[config.mk]
export PLATFORM = sky130hd
export DESIGN_NAME = multi_mode_crc_engine
export DESIGN_NICKNAME = d
export VERILOG_FILES = /design/src/hw/rtl/mmcrc_pkg.sv /design/src/hw/rtl/mmcrc_update.sv /design/src/hw/rtl/multi_mode_crc_engine.sv
export SDC_FILE = /design/constraint.sdc
export NUM_CORES = 1
export LEC_CHECK = 0
export BUFFER_PORTS_ARGS = -buffer_cell sky130_fd_sc_hd__clkbuf_2
export CAP_MARGIN = 20
export CORE_MARGIN = 5
export CORE_UTILIZATION = 65
export CTS_BUF_LIST = sky130_fd_sc_hd__clkbuf_16
export CTS_CLUSTER_SIZE = 30
export DETAILED_ROUTE_END_ITERATION = 7
export PLACE_DENSITY = 0.83
export SLEW_MARGIN = 20
export SYNTH_ARGS = -nofsm -noshare
export SYNTH_HDL_FRONTEND = slang
export SYNTH_SLANG_ARGS = --single-unit
export TNS_END_PERCENT = 10
[constraint.sdc]
create_clock -name clk -period 4.3 [get_ports clk]
set_input_delay 0.86 -clock clk [delete_from_list [all_inputs] [get_ports clk]]
set_output_delay 0.86 -clock clk [all_outputs]
set_load 0.01 [all_outputs]
[src/hw/rtl/mmcrc_pkg.sv]
// ----------------------------------------------------------------------------
// mmcrc_pkg
// Shared types, constants and byte-update functions of the multi-mode CRC.
// ----------------------------------------------------------------------------
package mmcrc_pkg;

  localparam int ModeW = 2;
  localparam int ByteW = 8;
  localparam int Crc16W = 16;
  localparam int Crc32W = 32;

  localparam logic [Crc16W-1:0] Poly16 = 16'h1021;
  localparam logic [Crc32W-1:0] Poly32 = 32'hEDB88320;
  localparam logic [ByteW-1:0] SwapIdxA = 8'hE6;
  localparam logic [ByteW-1:0] SwapIdxB = 8'hE7;
  localparam logic [Crc16W-1:0] SwapValA = 16'h8FD9;
  localparam logic [Crc16W-1:0] SwapValB = 16'h9FF8;
  localparam logic [Crc16W-1:0] Mask16 = 16'hFFFF;
  localparam logic [Crc32W-1:0] Mask32 = 32'hFFFFFFFF;

  typedef enum logic [ModeW-1:0] {
    MODE_CRC16_ZERO = 2'd0,
    MODE_CRC16_INV  = 2'd1,
    MODE_CTRL       = 2'd2,
    MODE_CRC32      = 2'd3
  } crc_mode_t;

  typedef struct packed {
    logic [ByteW-1:0] data_byte;
    logic             has_byte;
    logic             first_item;
    logic             last_item;
  } item_t;

  function automatic logic [Crc16W-1:0] crc16_msb_byte(
    input logic [Crc16W-1:0] r_in,
    input logic [ByteW-1:0]  b
  );
    logic [Crc16W-1:0] r;
    r = r_in ^ {b, 8'h00};
    for (int i = 0; i < ByteW; i++) begin
      if (r[Crc16W-1]) begin
        r = {r[Crc16W-2:0], 1'b0} ^ Poly16;
      end else begin
        r = {r[Crc16W-2:0], 1'b0};
      end
    end
    return r;
  endfunction

  function automatic logic [Crc16W-1:0] crc16_ctrl_entry(input logic [ByteW-1:0] idx);
    logic [Crc16W-1:0] v;
    if (idx == SwapIdxA) begin
      v = SwapValA;
    end else if (idx == SwapIdxB) begin
      v = SwapValB;
    end else begin
      v = crc16_msb_byte('0, idx);
    end
    return v;
  endfunction

  function automatic logic [Crc16W-1:0] crc16_ctrl_byte(
    input logic [Crc16W-1:0] r,
    input logic [ByteW-1:0]  b
  );
    logic [ByteW-1:0] idx;
    idx = r[Crc16W-1:ByteW] ^ b;
    return {r[ByteW-1:0], 8'h00} ^ crc16_ctrl_entry(idx);
  endfunction

  function automatic logic [Crc32W-1:0] crc32_refl_byte(
    input logic [Crc32W-1:0] r_in,
    input logic [ByteW-1:0]  b
  );
    logic [Crc32W-1:0] r;
    r = r_in ^ {24'h000000, b};
    for (int i = 0; i < ByteW; i++) begin
      if (r[0]) begin
        r = {1'b0, r[Crc32W-1:1]} ^ Poly32;
      end else begin
        r = {1'b0, r[Crc32W-1:1]};
      end
    end
    return r;
  endfunction

endpackage

[src/hw/rtl/mmcrc_update.sv]
// ----------------------------------------------------------------------------
// mmcrc_update
// One-byte remainder update and final checksum for the selected CRC mode.
// ----------------------------------------------------------------------------
module mmcrc_update (
  input  mmcrc_pkg::crc_mode_t                 mode,
  input  mmcrc_pkg::item_t                     item,
  input  logic [mmcrc_pkg::Crc32W-1:0]         rem,
  output logic [mmcrc_pkg::Crc32W-1:0]         rem_next,
  output logic [mmcrc_pkg::Crc32W-1:0]         crc_out
);

  logic [mmcrc_pkg::Crc32W-1:0] start;
  logic [mmcrc_pkg::Crc32W-1:0] xorout;

  always_comb begin
    case (mode)
      mmcrc_pkg::MODE_CRC16_INV: begin
        start  = {16'h0000, mmcrc_pkg::Mask16};
        xorout = {16'h0000, mmcrc_pkg::Mask16};
      end
      mmcrc_pkg::MODE_CRC32: begin
        start  = mmcrc_pkg::Mask32;
        xorout = mmcrc_pkg::Mask32;
      end
      default: begin
        start  = '0;
        xorout = '0;
      end
    endcase
  end

  logic [mmcrc_pkg::Crc32W-1:0] base;
  assign base = item.first_item ? start : rem;

  always_comb begin
    rem_next = base;
    if (item.has_byte) begin
      case (mode)
        mmcrc_pkg::MODE_CRC32: begin
          rem_next = mmcrc_pkg::crc32_refl_byte(base, item.data_byte);
        end
        mmcrc_pkg::MODE_CTRL: begin
          rem_next = {16'h0000,
                      mmcrc_pkg::crc16_ctrl_byte(base[15:0], item.data_byte)};
        end
        default: begin
          rem_next = {16'h0000,
                      mmcrc_pkg::crc16_msb_byte(base[15:0], item.data_byte)};
        end
      endcase
    end
  end

  always_comb begin
    crc_out = rem_next ^ xorout;
    if (mode != mmcrc_pkg::MODE_CRC32) begin
      crc_out[31:16] = 16'h0000;
    end
  end

endmodule

[src/hw/rtl/multi_mode_crc_engine.sv]
// ----------------------------------------------------------------------------
// multi_mode_crc_engine
// Byte-stream CRC engine: CRC-16 (three variants) or reflected CRC-32.
// ----------------------------------------------------------------------------
// Usage:
//   cfg channel (cfg_valid/cfg_ready/cfg_data) writes the 2-bit mode; it is
//   always ready and is to be written only while the engine is idle.
//   in channel (in_valid/in_ready) carries one request per message byte with
//   data_byte, has_byte, first_item and last_item. first_item restarts the
//   remainder from the mode's initial value; last_item emits the checksum.
//   A request with has_byte low and last_item high closes an empty message.
//   out channel (out_valid/out_ready) carries checksum and is_last; only a
//   request with last_item produces a result.
//   Throughput: one byte per cycle, except while a held result stalls a
//   last request; the byte update is one combinational eight-bit step
//   between the input register and the remainder/result registers. A last
//   request's checksum is registered as it leaves the input register.
//   Reset: mode 0, remainder 0, both pipeline registers empty.
//   Stall: when out_ready is low with a result held, a following last
//   request waits in the input register and in_ready drops; requests with
//   no result keep flowing.
// ----------------------------------------------------------------------------
module multi_mode_crc_engine (
  input  logic        clk,
  input  logic        rst,
  input  logic        cfg_valid,
  output logic        cfg_ready,
  input  logic [1:0]  cfg_data,
  input  logic        in_valid,
  output logic        in_ready,
  input  logic [7:0]  data_byte,
  input  logic        has_byte,
  input  logic        first_item,
  input  logic        last_item,
  output logic        out_valid,
  input  logic        out_ready,
  output logic [31:0] checksum,
  output logic        is_last
);

  mmcrc_pkg::crc_mode_t             crc_mode;
  mmcrc_pkg::item_t                 item;
  logic                             item_valid;
  logic [mmcrc_pkg::Crc32W-1:0]     remainder;
  logic [mmcrc_pkg::Crc32W-1:0]     remainder_next;
  logic [mmcrc_pkg::Crc32W-1:0]     crc_out;
  logic                             item_adv;

  assign cfg_ready = 1'b1;
  assign is_last   = 1'b1;

  always_ff @(posedge clk) begin
    if (rst) begin
      crc_mode <= mmcrc_pkg::MODE_CRC16_ZERO;
    end else if (cfg_valid && cfg_ready) begin
      crc_mode <= mmcrc_pkg::crc_mode_t'(cfg_data);
    end
  end

  // advance the held request unless its result has nowhere to go
  assign item_adv = item_valid && (!item.last_item || !out_valid || out_ready);
  assign in_ready = !item_valid || item_adv;

  always_ff @(posedge clk) begin
    if (rst) begin
      item_valid <= 1'b0;
    end else if (in_ready) begin
      item_valid <= in_valid;
    end
  end

  always_ff @(posedge clk) begin
    if (in_valid && in_ready) begin
      item.data_byte  <= data_byte;
      item.has_byte   <= has_byte;
      item.first_item <= first_item;
      item.last_item  <= last_item;
    end
  end

  mmcrc_update u_update (
    .mode     (crc_mode),
    .item     (item),
    .rem      (remainder),
    .rem_next (remainder_next),
    .crc_out  (crc_out)
  );

  always_ff @(posedge clk) begin
    if (rst) begin
      remainder <= '0;
    end else if (item_adv) begin
      remainder <= remainder_next;
    end
  end

  always_ff @(posedge clk) begin
    if (rst) begin
      out_valid <= 1'b0;
    end else if (item_adv && item.last_item) begin
      out_valid <= 1'b1;
    end else if (out_ready) begin
      out_valid <= 1'b0;
    end
  end

  always_ff @(posedge clk) begin
    if (item_adv && item.last_item) begin
      checksum <= crc_out;
    end
  end

  a_last_loads_result: assert property (@(posedge clk) disable iff (rst)
    item_adv && item.last_item |=> out_valid && checksum == $past(crc_out))
    else $error("last request did not load the result register");

  a_held_item_stable: assert property (@(posedge clk) disable iff (rst)
    item_valid && !item_adv |=> item_valid && $stable(item))
    else $error("stalled request changed");

  a_no_overwrite: assert property (@(posedge clk) disable iff (rst)
    !(item_adv && item.last_item && out_valid && !out_ready))
    else $error("result overwritten while stalled");

  a_remainder_hold: assert property (@(posedge clk) disable iff (rst)
    !item_adv |=> $stable(remainder))
    else $error("remainder changed without a request");

endmodule

Yosys cells after proc, flatten, opt, wreduce, memory -nomap -nowiden
Index checks and enable logic that the tools add are counted.
{ "totals": {"ff_bits": 79, "input_bits": 18, "out_inout_bits": 36, "word_cells": 146} }
{ "classes": {"eq_ne": 6, "n_mux": 90, "bitwise_logic": 29, "n_reduce_logical": 11} }
{ "op_table": {"columns": ["operator", "count"], "rows": [
  ["2-to-1 mux 32 bit", 24],
  ["2-to-1 mux 16 bit", 46],
  ["2-to-1 mux 13 bit", 16],
  ["one-hot mux 32 bit (2 select lines)", 2],
  ["NOT 13 -> 14 bit", 8],
  ["NOT 3 bit", 16],
  ["bitwise XOR 16 bit", 2],
  ["bitwise XOR 32 bit", 1],
  ["bitwise XOR 32 x 8 -> 32 bit", 1],
  ["== test 8 bit (second input constant)", 2],
  ["bitwise XOR 8 bit", 1],
  ["== test 2 bit (second input constant)", 2],
  ["logical AND 1 bit", 3],
  ["zero test 1 bit", 3],
  ["logical OR 1 bit", 3],
  ["== test 2 x 1 -> 1 bit (second input constant)", 1],
  ["2-to-1 mux 1 bit", 2],
  ["inequality test 2 bit (second input constant)", 1],
  ["nonzero test 2 bit", 1],
  ["OR reduction 2 bit", 1]
]} }

Longest topological paths before layout
Gate-level depths: netlist (run 1).
{ "depth": {"ltp_word": 56, "depth_mapped": 10, "mapped_depth_nobuf": 7} }

Modules after synthesis
A second synthesis (run 1) with hierarchy kept.
{ "unflattened": {"cells_unflattened": 647, "hier_area_um2": 6092.1} }
{ "by_module_without_submodules": {"columns": ["module", "n_inst", "cells_per_inst", "area_each_um2", "seq_area_each_um2"], "rows": [
  ["mmcrc_update", 1, 445, 3148.0, 0.0],
  ["multi_mode_crc_engine", 1, 202, 2944.1, 2011.9]
]} }

Worst setup path after synthesis (run 1)
No wires, ideal clock.
{ "synth_path": {"path_type": "input-to-reg", "startpoint": "input port out_ready", "endpoint": "register checksum[0], enable pin", "setup_ps": 393, "t_arrival_ps": 1863, "required_time_ps": 3907, "path_slack_ps": 2044, "path_stages": 3, "n_path_buf": 0, "cell_sequence": "nor2b_1 nand2_1 and3_1"} }
{ "synth_between": {"elab_chain_len": 3} }
{ "synth_rtl": {"columns": ["element", "line_no", "source"], "rows": [
  ["start: declaration", "multi_mode_crc_engine.sv:36", "input logic out_ready,"],
  ["logical OR 1 bit", "multi_mode_crc_engine.sv:61", "assign item_adv = item_valid && (!item.last_item || !out_valid || out_ready);"],
  ["logical AND 1 bit", "multi_mode_crc_engine.sv:61", null],
  ["logical AND 1 bit", "multi_mode_crc_engine.sv:108", "if (item_adv && item.last_item) begin"],
  ["end signal: assignment", "multi_mode_crc_engine.sv:109", "checksum <= crc_out;"],
  ["end: declaration", "multi_mode_crc_engine.sv:37", "output logic [31:0] checksum,"]
]} }
Every way passes these cells.
A chain may end at the register's enable or synchronous reset.

Worst setup path in the final report (run 1)
{ "layout_path": {"startpoint": "register item[1] (netlist name)", "endpoint": "register checksum[12], data pin"} }
{ "layout_between": {"elab_chain_len": 47, "elab_cells_between_ends": 101, "cone_classes": "eq/ne: 2; mux: 87; bitwise: 12"} }
{ "layout_rtl": {"columns": ["element", "line_no", "source"], "rows": [
  ["2-to-1 mux 32 bit (*)", "mmcrc_update.sv:34", "assign base = item.first_item ? start : rem;"],
  ["bitwise XOR 8 bit", "mmcrc_pkg.sv:68", "idx = r[Crc16W-1:ByteW] ^ b;"],
  ["2-to-1 mux 13 bit", "mmcrc_pkg.sv:42", "if (r[Crc16W-1]) begin"],
  ["2-to-1 mux 16 bit", "mmcrc_pkg.sv:55", "end else if (idx == SwapIdxB) begin"],
  ["2-to-1 mux 16 bit", "mmcrc_pkg.sv:53", "if (idx == SwapIdxA) begin"],
  ["2-to-1 mux 16 bit", "mmcrc_update.sv:39", "case (mode)"],
  ["2-to-1 mux 16 bit", "mmcrc_update.sv:38", "if (item.has_byte) begin"],
  ["2-to-1 mux 13 bit", "mmcrc_pkg.sv:42", null],
  ["[... 32 more ...]", null, null],
  ["2-to-1 mux 16 bit", "mmcrc_pkg.sv:53", null],
  ["2-to-1 mux 16 bit", "mmcrc_update.sv:39", null],
  ["2-to-1 mux 16 bit", "mmcrc_update.sv:38", null],
  ["bitwise XOR 16 bit", "mmcrc_pkg.sv:69", "return {r[ByteW-1:0], 8'h00} ^ crc16_ctrl_entry(idx);"],
  ["one-hot mux 32 bit (2 select lines)", "mmcrc_update.sv:39", null],
  ["2-to-1 mux 32 bit (*)", "mmcrc_update.sv:38", null],
  ["bitwise XOR 32 bit (*)", "mmcrc_update.sv:56", "crc_out = rem_next ^ xorout;"],
  ["named net crc_out (one bit)", "multi_mode_crc_engine.sv:46", "logic [mmcrc_pkg::Crc32W-1:0] crc_out;"]
]} }
Mark *: on every way through the listed nets, which the timed path passes. The rest lies on a longest branch. The select of a mux whose other input is x is not followed.

==> results_dict.tcl, run 1 <==
set metrics [dict create \
    cell_types_occupying_the_most_area_after_synthesis "sky130_fd_sc_hd__edfxtp_1 23%, sky130_fd_sc_hd__xnor2_1 14%, sky130_fd_sc_hd__dfxtp_1 13%, sky130_fd_sc_hd__a21oi_1 4.7%, sky130_fd_sc_hd__nor2_1 4.1%" \
    vdd.ir_drop.worst_mv 0.179 \
    hold_class "reg -> reg" \
    vias_post_dr 4622 \
    wl_per_cell_um 21.1 \
    final_instance_area_mm2 0.00613 \
    synth_top_cell_area_share 0.228 \
    port-buffer-count 51 \
    most_area_hungry_cell_type_in_the_yosys_netlist "sky130_fd_sc_hd__edfxtp_1" \
    timing.final.crit_share 0.692 \
    ctsLongestPathBuffers 2 \
    synth.most_common_cell "sky130_fd_sc_hd__xnor2_1" \
    gr-usage-met2 0.455 \
    max_freq_ghz 0.336 \
    drt.antenna.violating_nets 0 \
    power.static_leakage_nw 2.24 \
    outcome "completed" \
    reg2regPathDepth 8 \
    fp.dieH_um 103 \
    tritoncts "built" \
    globalRouteTotalUtil 0.291 \
    setup_violators_final 0 \
    r2r-end "checksum[12]" \
    min_period_ps 2980 \
    ff_to_ff_setup_slack_ps 1320 \
    effective_utilization_at_floorplan 0.660 \
    synth.ff_latch_count 79 \
    cp_data_arrival_time_ps 3140 \
    vias_per_cell 6.45 \
    synth-edff-count 43 \
    final.setup.tns_ps 0 \
    number_of_global_route_vias_before_repair 4332 \
    synth.distinct_cells 67 \
    grt_start_max_net_pins 57 \
    cap_violations 0 \
    htree_num_levels 3 \
    met3_layer_usage_reported_by_global_route 0.0436 \
    hpwlAfterDp_um 10300 \
    place.gp.congestion 0.941 \
    critical_path_class "reg -> reg" \
    diodes 0 \
    synth.cell_area_mm2 0.00567 \
    post_cts_hold_buffer_count 0 \
    finalNetCount 622 \
    die_span_in_x_um 103 \
    worst_hold_path.endpoint "remainder[31]" \
    grt_pass1_wl_um 23600 \
    fp.coreArea_mm2 0.00859 \
    detail_route.iter0.violations 439 \
    postCtsSetupBuffers 0 \
    clock_skew_ps 10.5 \
    rsz_0062_raised_after_global_routing "no" \
    synthesis.instances 589 \
    floorplan.io_pins 54 \
    cp_capture_type "flop" \
    power_density_mw_per_mm2 380 \
    drive_gt1_frac 0.182 \
    dpl-instance-area_mm2 0.00585 \
    globalRouteOverflowTotal 0 \
    clk_latency_ps 350 \
    worstPathMaxFanout 47 \
    measured_slew_at_the_worst_slew_check_pin_ps 906 \
    synth_area_per_cell_um2 9.63 \
    timing_hold_violations_final 0 \
    post-route-drc-count 0 \
    row_count 34 \
    path_clk_slew_ps 70 \
    cts.root.buffer_cell "sky130_fd_sc_hd__clkbuf_16" \
    finalMaxSlewViolations 0 \
    global_route.usage.met1 0.411 \
    ys_async_sr_fraction 0 \
    holdCritStartpoint "remainder[31]" \
    slew-limit-headroom 0.394 \
    yosysWarnings 0 \
    synthTopCellsByCount "90 x sky130_fd_sc_hd__xnor2_1, 62 x sky130_fd_sc_hd__nor2_1, 53 x sky130_fd_sc_hd__a21oi_1" \
    number_of_cells_on_the_worst_hold_path 2 \
    areaGrowthSynthToFinish_pct 8.17 \
    final_core_util 0.714 \
    numClockSinks 79 \
    grt_antenna_before_repair 0 \
    critical_path.reg2reg.startpoint "item[1]" \
    yosys_most_used_dff "sky130_fd_sc_hd__edfxtp_1" \
    drt_pass1_iterations 8 \
    number_of_gates_resized_after_cts 0 \
    die_area_mm2 0.0107 \
    cts-buffers-inserted 9 \
    sequential_cell_area_fraction_in_the_yosys_report 0.355 \
    totalWireLength_um 15100 \
    worstPathRequired_ps 4460 \
    timing.critical_path.from_type "flop" \
    globalRoute.busiestLayer "met2" \
]
metal layers:
layer,up-vias,share of wire
li1,2083,-
met1,2170,0.41
met2,323,0.46
met3,46,0.10
met4,0,0.031
met5,-,0
how the worst max path moves through the flow:
stage / slack [ps] / cells after the start / to / startpoint
2_1_floorplan: 2040 / 3 / checksum[0] / out_ready
3_3_place_gp: 1500 / 8 / checksum[12] / item[1]
3_5_place_dp: 1460 / 8 / checksum[12] / item[1]
4_1_cts: 1430 / 8 / checksum[12] / item[1]
5_1_grt: 1140 / 7 / checksum[19] / crc_mode[1]
6_report: 1320 / 8 / checksum[12] / item[1]
report_power, final:
part,internal (mW),switching [mW]
registers,0.842,0.0598
clock network,0.392,0.329
logic,0.324,0.384
placed cells by master (no fill, tap or decap), drive strengths merged, types with 10 or more instances in the layout:
cell    count
clkbuf     60
a211oi     12
o21ai      22
xnor2     100
nor2       67
mux2i      11
edfxtp     43
dfxtp      36
a31oi      10
xor2       24
nand2      28
a21oi      54
and2       13
flip-flops by register name (all words and copies together), names as in the netlist:
name        cells
checksum       32
crc_mode        2
item           11
item_valid      1
out_valid       1
remainder      32
worst max-delay path, cell delays in order, from the launching register on:
cell and delay [ps]:
sky130_fd_sc_hd__edfxtp_1 350, sky130_fd_sc_hd__buf_4 510, sky130_fd_sc_hd__mux2i_1 430, sky130_fd_sc_hd__xnor2_1 150, sky130_fd_sc_hd__and3_1 360, sky130_fd_sc_hd__nand3_1 250
sky130_fd_sc_hd__and3_4 240, sky130_fd_sc_hd__o21a_1 190, sky130_fd_sc_hd__o311ai_2 260
layout make-up:
type                       count  area (um^2)
timing repair buffer          60          323
multi-input combinational    446         3360
inverter                       8         30.0
clock inverter                 7         47.5
sequential                    79         2010
tap                          108          135
fill                         661         2460
clock buffer                   9          225
kinds of logic after synthesis:
group,Yosys count,synth area share
and+or+nand+nor,147,0.123
AOI/OAI and AO/OA,145,0.167
xor gates and xnor gates,134,0.260
DFF,79,0.355
buffers and inverters,65,0.0543
muxes,18,0.0404
other,1,0.000661
stage by stage:
stage | setup WS (ps) | cells | hold WS [ps] | total power [mW]
final | 1320 | 717 | 500 | 2.33
after global routing | 1140 | 717 | 528 | 2.42
after CTS | 1430 | 717 | 499 | 2.32
after detailed placement | 1460 | 701 | 489 | 1.60
after global placement | 1500 | 701 | 477 | 1.58
after floorplan | 2040 | 590 | 454 | 1.46
No activity file was read; power rests on OpenSTA's default activity.
==> inputs of run 2 (changes only) <==
--- a/config.mk
+++ b/config.mk
@@ -5,14 +5,15 @@
 export SDC_FILE = /design/constraint.sdc
 export NUM_CORES = 1
 export LEC_CHECK = 0
+export ABC_AREA = 1
 export BUFFER_PORTS_ARGS = -buffer_cell sky130_fd_sc_hd__clkbuf_2
 export CAP_MARGIN = 20
 export CORE_MARGIN = 5
-export CORE_UTILIZATION = 65
+export CORE_UTILIZATION = 60
 export CTS_BUF_LIST = sky130_fd_sc_hd__clkbuf_16
 export CTS_CLUSTER_SIZE = 30
 export DETAILED_ROUTE_END_ITERATION = 7
-export PLACE_DENSITY = 0.83
+export PLACE_DENSITY = 0.78
 export SLEW_MARGIN = 20
 export SYNTH_ARGS = -nofsm -noshare
 export SYNTH_HDL_FRONTEND = slang
==> constraint.sdc (replaced) <==
create_clock -name clk -period 2.9 [get_ports clk]
set_input_delay 0.58 -clock clk [delete_from_list [all_inputs] [get_ports clk]]
set_output_delay 0.58 -clock clk [all_outputs]
set_load 0.01 [all_outputs]
==> results_dict.tcl, run 2 <==
set metrics [dict create \
    drt.antenna.violating_nets 0 \
    most_common_cell_after_layout_fill_and_taps_aside "sky130_fd_sc_hd__nand2_1" \
    vias_per_cell 5.86 \
    synth_top_cell_area_share 0.230 \
    hold_class "in -> reg" \
    cell_types_occupying_the_most_area_after_synthesis "sky130_fd_sc_hd__edfxtp_1 23%, sky130_fd_sc_hd__nand2_1 20%, sky130_fd_sc_hd__dfxtp_1 13%, sky130_fd_sc_hd__nand3_1 9.2%, sky130_fd_sc_hd__inv_1 6.1%" \
    htree_num_levels 3 \
    tritoncts "built" \
    worst_path_most_repeated_cell "sky130_fd_sc_hd__nand2_1" \
    cts-buffers-inserted 9 \
    worst-path-buf-inv 2 \
    synth-edff-count 43 \
    cp_data_arrival_time_ps 2840 \
    worstPathMaxFanout 18 \
    ys_async_sr_fraction 0 \
    cp_capture_type "flop" \
    final_core_util 0.688 \
    critical_path_class "reg -> reg" \
    synth.most_common_cell "sky130_fd_sc_hd__nand2_1" \
    finalMaxSlewViolations 0 \
    critical_path.cell_chain "buf_4, buf_4, o21ai_4, xor2_2, nand2_1, nand2_1, nand2_1, nand3_1, o211ai_1, xor2_1" \
    highest_cell_delay_on_the_worst_timing_path_ps 510 \
    die_area_mm2 0.0114 \
    max_freq_ghz 0.361 \
    layout.cells.non_filler 1013 \
    hpwlAfterDp_um 13300 \
    wl_per_cell_um 18.3 \
    globalRouteTotalUtil 0.335 \
    total_power_mw 3.67 \
    grt_pass1_wl_um 29700 \
    finalNetCount 915 \
    cells_after_dpl 996 \
    cap_violations 0 \
    power.combinational.fraction 0.284 \
    synth.cell_area_mm2 0.00562 \
    setup_violators_final 0 \
    detail_route.iter0.violations 682 \
    place.gp.congestion 1.04 \
    fraction_of_power_spent_switching_nets 0.344 \
    timing.critical_path.from_type "flop" \
    fp.coreArea_mm2 0.00920 \
    grt_antenna_before_repair 0 \
    largestRegisters "checksum (32), remainder (32), item (11)" \
    effective_utilization_at_floorplan 0.611 \
    yosys_most_used_dff "sky130_fd_sc_hd__edfxtp_1" \
    port-buffer-count 51 \
    synth.distinct_cells 41 \
    drive_gt1_frac 0.165 \
    timing.critical_path.slowest_stage_cell "sky130_fd_sc_hd__edfxtp_1" \
    yosysWarnings 0 \
    path_clk_slew_ps 70 \
    synthesis.instances 848 \
    sequential_cell_area_fraction_in_the_yosys_report 0.358 \
    switching_component_of_the_power_mw 1.26 \
    diodes 0 \
    numClockSinks 79 \
    timing_hold_violations_final 0 \
    min_period_ps 2770 \
    totalWireLength_um 18500 \
    clk_latency_ps 340 \
    synth_area_per_cell_um2 6.63 \
    synth.ff_latch_count 79 \
    timing.final.crit_share 0.955 \
    post-route-drc-count 0 \
    slew-limit-headroom 0.555 \
    synthTopCellsByCount "306 x sky130_fd_sc_hd__nand2_1, 103 x sky130_fd_sc_hd__nand3_1, 91 x sky130_fd_sc_hd__inv_1" \
    most_area_hungry_cell_type_in_the_yosys_netlist "sky130_fd_sc_hd__edfxtp_1" \
    number_of_global_route_vias_before_repair 5503 \
    grt_start_max_net_pins 42 \
    floorplan.io_pins 54 \
    fp.dieH_um 107 \
    power.sequential.fraction 0.353 \
    cts.root.buffer_cell "sky130_fd_sc_hd__clkbuf_16" \
    die_span_in_x_um 107 \
    globalRouteOverflowTotal 0 \
    power_density_mw_per_mm2 579 \
    power.static_leakage_nw 3.30 \
    most-common-layout-cells "306 x sky130_fd_sc_hd__nand2_1, 103 x sky130_fd_sc_hd__nand3_1, 92 x sky130_fd_sc_hd__inv_1, 56 x sky130_fd_sc_hd__nor2_1, 51 x sky130_fd_sc_hd__clkbuf_2" \
    clock_skew_ps 6.93 \
    measured_slew_at_the_worst_slew_check_pin_ps 661 \
    share_clk_of_total_power 0.363 \
    worstPathRequired_ps 2970 \
    p_int_mw 2.41 \
    row_count 35 \
    cpLargestDelayFamily "XOR/XNOR gates" \
    vdd.ir_drop.worst_mv 0.469 \
    drt_pass1_iterations 7 \
    ctsLongestPathBuffers 2 \
    vias_post_dr 5937 \
    areaGrowthSynthToFinish_pct 12.6 \
    outcome "completed" \
]
-- run 2: cell types whose count changed in the layout (fill, tap and decap cells not counted), moves of 13 or more --
cell,change
sky130_fd_sc_hd__nand2_1,+278
sky130_fd_sc_hd__nand3_1,+95
sky130_fd_sc_hd__xnor2_1,-88
sky130_fd_sc_hd__inv_1,+86
sky130_fd_sc_hd__nand2_2,+34
sky130_fd_sc_hd__a21oi_1,-25
sky130_fd_sc_hd__o21ai_0,+14
sky130_fd_sc_hd__and2_1,-13
-- run 2: what timing repair did --
item / in CTS / in global routing
setup buffers: 0 / 1
gates resized for setup: 0 / 3
hold buffers: 0 / 0
endpoints found under the setup margin: 0 / 2
-- run 2: per-layer routing --
metal  up-vias  GRT usage  part of all wire
li1       2784          -                 -
met1      2687      0.467              0.41
met2       417      0.519              0.44
met3        49     0.0674              0.12
met4         0      0.119             0.030
met5         -          0                 0
-- run 2: worst paths after layout --
kind / start / to / slack [ps] / cells past startpoint
setup / recovery: item[1] / checksum[7] / 130 / 10
hold / removal: data_byte[1] / item[4] / 420 / 1
setup reg to reg: item[1] / checksum[7] / 130 / 10
hold reg to reg: remainder[11] / remainder[11] / 510 / 2
-- run 2: per-stage QoR --
step           TNS, ps  setup WS (ps)  instance area, um^2  hold slack (ps)
6_report             0            130                 6330              416
5_1_grt          -7.37          -7.37                 6330              414
4_1_cts              0            166                 6310              413
3_5_place_dp         0            179                 5970              492
3_3_place_gp         0            227                 5970              455
2_1_floorplan        0            563                 5630              445
-- run 2: layout make-up --
| class | count | area, um^2 |
|---|---|---|
| Clock buffer | 9 | 225 |
| Clock inverter | 7 | 114 |
| Fill cell | 777 | 2870 |
| Inverter | 103 | 394 |
| Multi-Input combinational cell | 637 | 3070 |
| Sequential cell | 79 | 2010 |
| Tap cell | 111 | 139 |
| Timing Repair Buffer | 67 | 375 |
-- run 2: power by group through the flow --
| stage | clock network (mW) | registers, mW | logic (mW) |
|---|---|---|---|
| detailed placement | 0 | 1.32 | 0.998 |
| global placement | 0 | 1.31 | 0.983 |
| finish | 1.33 | 1.29 | 1.04 |
| floorplan | 0 | 1.31 | 0.736 |
| CTS | 1.32 | 1.29 | 1.01 |
| global route | 1.38 | 1.30 | 1.15 |
-- run 2: worst register-to-register path, delay by kind of cell, from the launching register on --
kind | cells | cell delay [ps]
xor+xnor | 2 | 680
flops | 1 | 510
simple gates | 4 | 460
compound gates | 2 | 440
buf+inv | 2 | 410
-- run 2: logic make-up after synthesis --
| kind of cell | Yosys count | share of synthesized area |
|---|---|---|
| AOI/OAI and AO/OA | 85 | 0.0861 |
| xor gates and xnor gates | 27 | 0.0447 |
| buffers and inverters | 133 | 0.101 |
| DFF | 79 | 0.358 |
| other | 1 | 0.000667 |
| and+or+nand+nor | 523 | 0.410 |
==> inputs of run 3 (changes only) <==
--- a/config.mk
+++ b/config.mk
@@ -9,11 +9,11 @@
 export BUFFER_PORTS_ARGS = -buffer_cell sky130_fd_sc_hd__clkbuf_2
 export CAP_MARGIN = 20
 export CORE_MARGIN = 5
-export CORE_UTILIZATION = 60
+export CORE_UTILIZATION = 65
 export CTS_BUF_LIST = sky130_fd_sc_hd__clkbuf_16
 export CTS_CLUSTER_SIZE = 30
 export DETAILED_ROUTE_END_ITERATION = 7
-export PLACE_DENSITY = 0.78
+export PLACE_DENSITY = 0.83
 export SLEW_MARGIN = 20
 export SYNTH_ARGS = -nofsm -noshare
 export SYNTH_HDL_FRONTEND = slang
==> constraint.sdc (replaced) <==
create_clock -name clk -period 3.6 [get_ports clk]
set_input_delay 0.72 -clock clk [delete_from_list [all_inputs] [get_ports clk]]
set_output_delay 0.72 -clock clk [all_outputs]
set_load 0.01 [all_outputs]
==> results_dict.tcl, run 3 (synthesis gave the netlist of run 2 again) <==
set metrics [dict create \
    outcome "completed" \
    diodes 0 \
    port-buffer-count 51 \
    timing.critical_path.from_type "flop" \
    finalMaxSlewViolations 0 \
    row_count 34 \
    hold_class "reg -> reg" \
    timing_hold_violations_final 0 \
    cts.root.buffer_cell "sky130_fd_sc_hd__clkbuf_16" \
    max_freq_ghz 0.340 \
    globalRouteOverflowTotal 0 \
    vias_post_dr 5978 \
    fraction_of_power_spent_switching_nets 0.348 \
    fill_cells 742 \
    floorplan.io_pins 54 \
    number_of_global_route_vias_before_repair 5478 \
    number_of_gates_resized_after_cts 0 \
    drt_pass1_iterations 6 \
    hpwlAfterDp_um 12900 \
    power_density_mw_per_mm2 457 \
    place.gp.congestion 1.00 \
    largestRegisters "checksum (32), remainder (32), item (11)" \
    htree_num_levels 3 \
    finalNetCount 911 \
    detail_route.iter0.violations 630 \
    switching_component_of_the_power_mw 0.997 \
    vdd.ir_drop.worst_mv 0.261 \
    pre_cts_slack_ps 800 \
    die_area_mm2 0.0106 \
    worstPathMaxFanout 18 \
    clk_latency_ps 350 \
    power.combinational.fraction 0.288 \
    total_power_mw 2.86 \
    numClockSinks 79 \
    path_clk_slew_ps 60 \
    grt_antenna_before_repair 0 \
    slew-limit-headroom 0.385 \
    grt_pass1_wl_um 27900 \
    final_core_util 0.729 \
    most-common-layout-cells "306 x sky130_fd_sc_hd__nand2_1, 103 x sky130_fd_sc_hd__nand3_1, 91 x sky130_fd_sc_hd__inv_1, 56 x sky130_fd_sc_hd__nor2_1, 51 x sky130_fd_sc_hd__clkbuf_2" \
    cp_capture_type "flop" \
    effective_utilization_at_floorplan 0.654 \
    postCtsSetupBuffers 0 \
    cp_data_arrival_time_ps 3190 \
    post_cts_hold_buffer_count 0 \
    cap_violations 0 \
    ctsLongestPathBuffers 2 \
    fp.dieH_um 103 \
    drt.antenna.violating_nets 0 \
    fp.coreArea_mm2 0.00859 \
    power.static_leakage_nw 3.28 \
    setup_ws_ps 657 \
    grt_start_max_net_pins 31 \
    p_int_mw 1.87 \
    totalWireLength_um 17900 \
    die_span_in_x_um 103 \
    final.setup.tns_ps 0 \
    min_period_ps 2940 \
    areaGrowthSynthToFinish_pct 11.4 \
    timing.final.crit_share 0.818 \
    drive_gt1_frac 0.163 \
    power.sequential.fraction 0.365 \
    post-route-drc-count 0 \
    cts-buffers-inserted 9 \
    tritoncts "built" \
    clock_skew_ps 8.61 \
    globalRouteTotalUtil 0.349 \
    critical_path_class "reg -> reg" \
    wl_per_cell_um 17.8 \
    setup_violators_final 0 \
    measured_slew_at_the_worst_slew_check_pin_ps 921 \
    worstPathRequired_ps 3840 \
    vias_per_cell 5.94 \
    most_common_cell_after_layout_fill_and_taps_aside "sky130_fd_sc_hd__nand2_1" \
    rsz_0062_raised_after_global_routing "no" \
    share_clk_of_total_power 0.347 \
]
run 3: area by class of cell:
cell class / instances / area (um^2) / area share
Sequential cell: 79 / 2010 / 0.321
Tap cell: 108 / 135 / 0.0216
Multi-Input combinational cell: 637 / 3060 / 0.489
Timing Repair Buffer: 63 / 345 / 0.0551
Inverter: 103 / 392 / 0.0625
Clock inverter: 7 / 93.8 / 0.0150
Clock buffer: 9 / 225 / 0.0359
run 3: path summary, 6_finish.rpt:
check,from,to,slack (ps),cells after the start
worst max register to register,item[1],remainder[19],660,17
worst max-delay path,item[1],remainder[19],660,17
worst min register to register,remainder[11],remainder[11],480,2
worst min-delay path,remainder[11],remainder[11],480,2
run 3: routing by layer:
layer	vias up	wire, um	track usage
met2	410	7930	0.539
met3	64	2260	0.0812
met5	-	0	0
met4	0	711	0.158
met1	2718	7010	0.465
li1	2786	-	-
run 3: per-stage QoR:
step / std cells / cell area, um^2 / hold slack [ps]
global placement: 990 / 5950 / 458
CTS: 1006 / 6260 / 482
global route: 1006 / 6260 / 506
floorplan: 849 / 5630 / 445
finish: 1006 / 6260 / 479
detailed placement: 990 / 5950 / 468
run 3: power by group through the flow:
stage / Sequential, mW / Combinational [mW] / Clock [mW]
floorplan: 1.06 / 0.593 / 0
global placement: 1.06 / 0.773 / 0
detailed placement: 1.06 / 0.790 / 0
CTS: 1.04 / 0.800 / 0.989
global route: 1.05 / 0.909 / 1.03
finish: 1.04 / 0.826 / 0.993
run 3: worst max-delay path, cell delays in order (launching register included):
cell and delay, ps:
sky130_fd_sc_hd__edfxtp_1 520, sky130_fd_sc_hd__buf_4 260, sky130_fd_sc_hd__inv_2 280, sky130_fd_sc_hd__nand2_1 170, sky130_fd_sc_hd__nand2_2 140, sky130_fd_sc_hd__nand2_1 60
sky130_fd_sc_hd__nand2_1 150, sky130_fd_sc_hd__nand2_1 90, sky130_fd_sc_hd__nand2_2 180, sky130_fd_sc_hd__nand2_1 70, sky130_fd_sc_hd__nand2_1 200, sky130_fd_sc_hd__nand2_1 90
sky130_fd_sc_hd__nand2_1 110, sky130_fd_sc_hd__nand3_1 80, sky130_fd_sc_hd__nand3_1 180, sky130_fd_sc_hd__nand3_1 120, sky130_fd_sc_hd__nand2_1 80, sky130_fd_sc_hd__inv_1 40
